## src/hdl/tcca_pkg.sv

```systemverilog
package tcca_pkg;

  localparam int unsigned SQRT_STEPS    = 24;
  localparam int unsigned CHI_DIV_STEPS = 32;
  localparam int unsigned FIN_DIV_STEPS = 64;
  localparam int unsigned CNT_W         = 7;

  localparam logic [15:0] MAX_TRK = 16'd255;

  localparam logic [19:0] RES_RESET = 20'd39322;

  localparam logic [1:0] ST_OK      = 2'd0;
  localparam logic [1:0] ST_NOASSOC = 2'd1;
  localparam logic [1:0] ST_ERR     = 2'd2;

  localparam logic [1:0] DIV_CHI = 2'd0;
  localparam logic [1:0] DIV_F1  = 2'd1;
  localparam logic [1:0] DIV_F2  = 2'd2;

  typedef struct packed {
    logic       accept;
    logic       sqrt_step;
    logic       mul;
    logic       div_load;
    logic [1:0] div_sel;
    logic       div_step;
    logic       sat;
    logic       sqm;
    logic       acc;
    logic       save_qd;
    logic       load_out;
  } cmd_t;

  typedef struct packed {
    logic go_chi;
    logic last;
    logic ok;
    logic out_free;
  } sts_t;

endpackage

```

## src/hdl/tcca_ctrl.sv

```systemverilog
module tcca_ctrl import tcca_pkg::*; (
  input  logic clk,
  input  logic rst_n,
  input  logic in_valid,
  output logic in_ready,
  input  sts_t sts,
  output cmd_t cmd
);

  typedef enum logic [12:0] {
    S_IDLE  = 13'b0000000000001,
    S_SQRT  = 13'b0000000000010,
    S_MUL   = 13'b0000000000100,
    S_DIVLD = 13'b0000000001000,
    S_DIV   = 13'b0000000010000,
    S_SAT   = 13'b0000000100000,
    S_SQM   = 13'b0000001000000,
    S_ACC   = 13'b0000010000000,
    S_CHK   = 13'b0000100000000,
    S_FD1   = 13'b0001000000000,
    S_FD2LD = 13'b0010000000000,
    S_FD2   = 13'b0100000000000,
    S_FIN   = 13'b1000000000000
  } state_t;

  state_t            state_r, state_nxt;
  logic [CNT_W-1:0]  cnt_r, cnt_nxt;

  assign in_ready = (state_r == S_IDLE);

  always_comb begin
    state_nxt = state_r;
    cnt_nxt   = cnt_r;
    cmd       = '0;
    case (state_r)
      S_IDLE: begin
        cnt_nxt = '0;
        if (in_valid) begin
          cmd.accept = 1'b1;
          state_nxt  = S_CHK;
          if (sts.go_chi) state_nxt = S_SQRT;
        end
      end
      S_SQRT: begin
        cmd.sqrt_step = 1'b1;
        cnt_nxt = cnt_r + 1'b1;
        if (cnt_r == CNT_W'(SQRT_STEPS - 1)) state_nxt = S_MUL;
      end
      S_MUL: begin
        cmd.mul   = 1'b1;
        state_nxt = S_DIVLD;
      end
      S_DIVLD: begin
        cmd.div_load = 1'b1;
        cmd.div_sel  = DIV_CHI;
        cnt_nxt      = '0;
        state_nxt    = S_DIV;
      end
      S_DIV: begin
        cmd.div_step = 1'b1;
        cnt_nxt = cnt_r + 1'b1;
        if (cnt_r == CNT_W'(CHI_DIV_STEPS - 1)) state_nxt = S_SAT;
      end
      S_SAT: begin
        cmd.sat   = 1'b1;
        state_nxt = S_SQM;
      end
      S_SQM: begin
        cmd.sqm   = 1'b1;
        state_nxt = S_ACC;
      end
      S_ACC: begin
        cmd.acc   = 1'b1;
        state_nxt = S_CHK;
      end
      S_CHK: begin
        cnt_nxt = '0;
        if (!sts.last) begin
          state_nxt = S_IDLE;
        end else if (sts.ok) begin
          cmd.div_load = 1'b1;
          cmd.div_sel  = DIV_F1;
          state_nxt    = S_FD1;
        end else begin
          state_nxt = S_FIN;
        end
      end
      S_FD1: begin
        cmd.div_step = 1'b1;
        cnt_nxt = cnt_r + 1'b1;
        if (cnt_r == CNT_W'(FIN_DIV_STEPS - 1)) state_nxt = S_FD2LD;
      end
      S_FD2LD: begin
        cmd.save_qd  = 1'b1;
        cmd.div_load = 1'b1;
        cmd.div_sel  = DIV_F2;
        cnt_nxt      = '0;
        state_nxt    = S_FD2;
      end
      S_FD2: begin
        cmd.div_step = 1'b1;
        cnt_nxt = cnt_r + 1'b1;
        if (cnt_r == CNT_W'(FIN_DIV_STEPS - 1)) state_nxt = S_FIN;
      end
      S_FIN: begin
        if (sts.out_free) begin
          cmd.load_out = 1'b1;
          state_nxt    = S_IDLE;
        end
      end
      default: begin
        state_nxt = S_IDLE;
      end
    endcase
  end

  always_ff @(posedge clk) begin
    if (!rst_n) begin
      state_r <= S_IDLE;
      cnt_r   <= '0;
    end else begin
      state_r <= state_nxt;
      cnt_r   <= cnt_nxt;
    end
  end

endmodule

```

## config.mk

```make
export PLATFORM = sky130hd
export DESIGN_NAME = tcca_ctrl
export DESIGN_NICKNAME = d
export VERILOG_FILES = /design/src/hdl/tcca_pkg.sv /design/src/hdl/tcca_ctrl.sv
export SDC_FILE = /design/constraint.sdc
export NUM_CORES = 1
export LEC_CHECK = 0
export BUFFER_PORTS_ARGS = -buffer_cell sky130_fd_sc_hd__buf_4
export CAP_MARGIN = 20
export CORE_UTILIZATION = 53
export DETAILED_ROUTE_END_ITERATION = 10
export HOLD_SLACK_MARGIN = 0.05
export PLACE_DENSITY = 0.74
export RECOVER_POWER = 25
export SLEW_MARGIN = 10
export SYNTH_ARGS = -nofsm -noshare
export SYNTH_HDL_FRONTEND = slang
export SYNTH_SLANG_ARGS = --single-unit
```

## constraint.sdc

```tcl
create_clock -name clk -period 2.89 [get_ports clk]
set_clock_uncertainty 0.1 [all_clocks]
set_input_delay 0.1445 -clock clk [delete_from_list [all_inputs] [get_ports clk]]
set_output_delay 0.1445 -clock clk [all_outputs]
set_load 0.005 [all_outputs]
```

==> out/metrics.cfg <==
[clock_tree]
cts_sinks=20
insertion_delay_ns=0.31
root_buffer=clkbuf_4
clk_pin_slew_ns=0.11
htree_levels=1
cts_hold_buf=5
cts_setup_buffers=0
numCtsBuffers=3
cts_tree=built
post_cts_resized=0
clockBufferDepth=2

[synthesis]
synth_top_area_share_pct=27.5
synth-simple-area-share_pct=43.6
ys_warn_count=0
ys_ff_latch=20
yosysMostFrequentCell=dfxtp_1
synthCells=174
synth_edf_count=0
synth-compound-area-share_pct=15.7
synth_area_leaders=dfxtp_1 (28%), nor2_1 (3.9%), nand3_1 (3.1%)
ys_types=55
ys_top_cells_by_count=dfxtp_1 (20), nor2_1 (15), inv_1 (10)
muxShareOfSynthArea_pct=0.688
synth_top_family_by_area=simple AND/OR/NAND/NOR gates
syn_area_um2=1450
seq_area_frac_synth_pct=27.5
synth.avg_cell_area_um2=8.36
synth_nets=182
async_flop_share_pct=0
synthXorXnorAreaFrac_pct=3.61
synth_fa_ha_area_share_pct=0.861
synth_ff_type=dfxtp_1
yosysTopAreaCell=dfxtp_1

[place]
detailed_place_hpwl_um=2710
gp_congestion=0.961
placed_area_um2=1560
portBuffers=19

[power_and_ir_drop]
cellLeakagePower_nw=0.668
p_per_area_nw_per_um2=500
peakVddDrop_uv=394

[sta]
relSlewSlack_pct=53.0
setup_viol=0
worst_pin_slew_ns=0.696
final.setup.tns_ns=0
final_hold_viol_count=0
min_period_over_period_pct=93.8
rsz0062_at_grt=false
slew_violations=0
max_freq_mhz=369
fin_crit_ns=2.71

[critical_path]
r2r_end=state_r[0]
timing_worst_setup_path_type=reg -> reg
critPathCaptureType=register
reg2reg_depth=6
path_cells=nor4b_1 -> nor4b_4 -> a32oi_1 -> nand2_1 -> o221ai_1 -> dlygate4sd3_1
crit_slowest_cell=nor4b_1
crit_arrival_ns=2.82
cp_max_fo=10
cp.buffers_inverters=1
cp-start-kind=register
slowest_delay_ns=0.66
reg2reg_setup_slack_ns=0.18
cp-startpoint=state_r[6]
r2r_start=state_r[6]
cp_top_family=simple AND/OR/NAND/NOR gates
crit_required_ns=3.00

[min_path]
whs_path_depth=3
hp-start=sts[2]
holdPathEnd=state_r[9]
hold_path_class=in -> reg

[routing]
wl_per_cell_um=16.1
first_pass_iters=4
drc=0
vias_per_cell=6.38
routed-via-count=1397
drtIter0Drc=56
ant_nets=0
finalWirelength_um=3530

[layout]
drive_gt1_share_pct=19.0
final_area_um2=1650
areaGrowthSynthToFinish_pct=13.2
layout.nets=198
antenna_cells=0
fill_cells=232

[global_routing]
grt_max_degree=15
antenna_found_initial=0
grt_pass1_wl_um=5710
grtUsageTotal_pct=26.9
grt_overflow=0
grt_pass1_vias=1230

[floorplanning]
design.core.area_um2=2540
die_y_um=54.4
initial_core_util_pct=57.1
num_rows=18
ioPinCount=20
dieWidth_um=54.4
die_area_um2=2960

[job]
cap_violations=0

[run_status]
outcome=completed

## flip-flops by register name (all words and copies together), names as in the netlist
register	flops
cnt_r	7
state_r	13
## cell usage in the layout, fill, tap and decap left out, drive strengths merged, types with 3 or more instances in the layout
| cell type | instances |
|---|---|
| nor3 | 10 |
| nor4 | 5 |
| buf | 19 |
| and3 | 6 |
| nor2b | 6 |
| nor2 | 15 |
| o211ai | 4 |
| nor4b | 5 |
| a32oi | 3 |
| or4 | 3 |
| and4 | 5 |
| a21boi | 5 |
| xor2 | 4 |
| nand2 | 8 |
| dlygate4sd3 | 5 |
| nand2b | 3 |
| dfxtp | 20 |
| nor3b | 3 |
| clkbuf | 3 |
| nand3 | 10 |
| o21ai | 3 |
| nand4 | 7 |
| inv | 10 |
## layout make-up
class,count,area (um2),share of cell area [%]
clock buffer,3,22.5,1.37
timing repair buffer,24,193,11.7
multi-input combinational,131,925,56.2
sequential,20,400,24.3
clock inverter,1,30.0,1.83
tap,30,37.5,2.28
inverter,10,37.5,2.28
## layer usage
layer | routed length [um] | GRT usage, % | up-vias
li1 | - | - | 680
met1 | 1550 | 35.7 | 654
met2 | 1740 | 45.1 | 57
met3 | 176 | 3.33 | 6
met4 | 57 | 8.12 | 0
met5 | 0 | 0 | -
## power breakdown
part	internal, mW	total, mW	switching [mW]	leakage, nW
clock	0.140	0.229	0.0881	0.0279
sequential	0.288	0.329	0.0406	0.162
combinational	0.123	0.265	0.142	0.479
total	0.551	0.822	0.271	0.668
## worst reg2reg max path, stage by stage (launching register included)
cell,delay (ns)
dfxtp_1,0.42
nor4b_1,0.66
nor4b_4,0.41
a32oi_1,0.20
nand2_1,0.12
o221ai_1,0.13
dlygate4sd3_1,0.58
## logic make-up (layout without fill, tap and decap cells)
kind of cell               after synthesis  count (layout)
buffers and inverters                   23              38
and+or+nand+nor                         94              94
DFF                                     20              20
xor gates and xnor gates                 6               6
muxes                                    1               1
adders and majority gates                1               1
AOI/OAI and AO/OA                       29              29
## worst max path at each step
stage | endpoint | slack (ns) | depth (start not counted)
2_1_floorplan | state_r[8] | 0.88 | 7
3_3_place_gp | state_r[8] | 0.79 | 5
3_5_place_dp | state_r[7] | 0.69 | 6
4_1_cts | state_r[0] | 0.24 | 6
5_1_grt | state_r[0] | 0.06 | 6
6_report | state_r[0] | 0.18 | 6
## stage by stage
stage	hold slack, ns	instances	utilization, %	total power, mW	setup slack (ns)
2_1_floorplan	0.184	174	-	0.529	0.884
3_3_place_gp	0.313	210	61.1	0.580	0.785
3_5_place_dp	0.337	210	61.1	0.584	0.693
4_1_cts	0.162	219	65.1	0.821	0.239
5_1_grt	0.176	219	64.7	0.864	0.0641
6_report	0.163	219	64.7	0.822	0.178
Power figures use the tool's default switching activity.
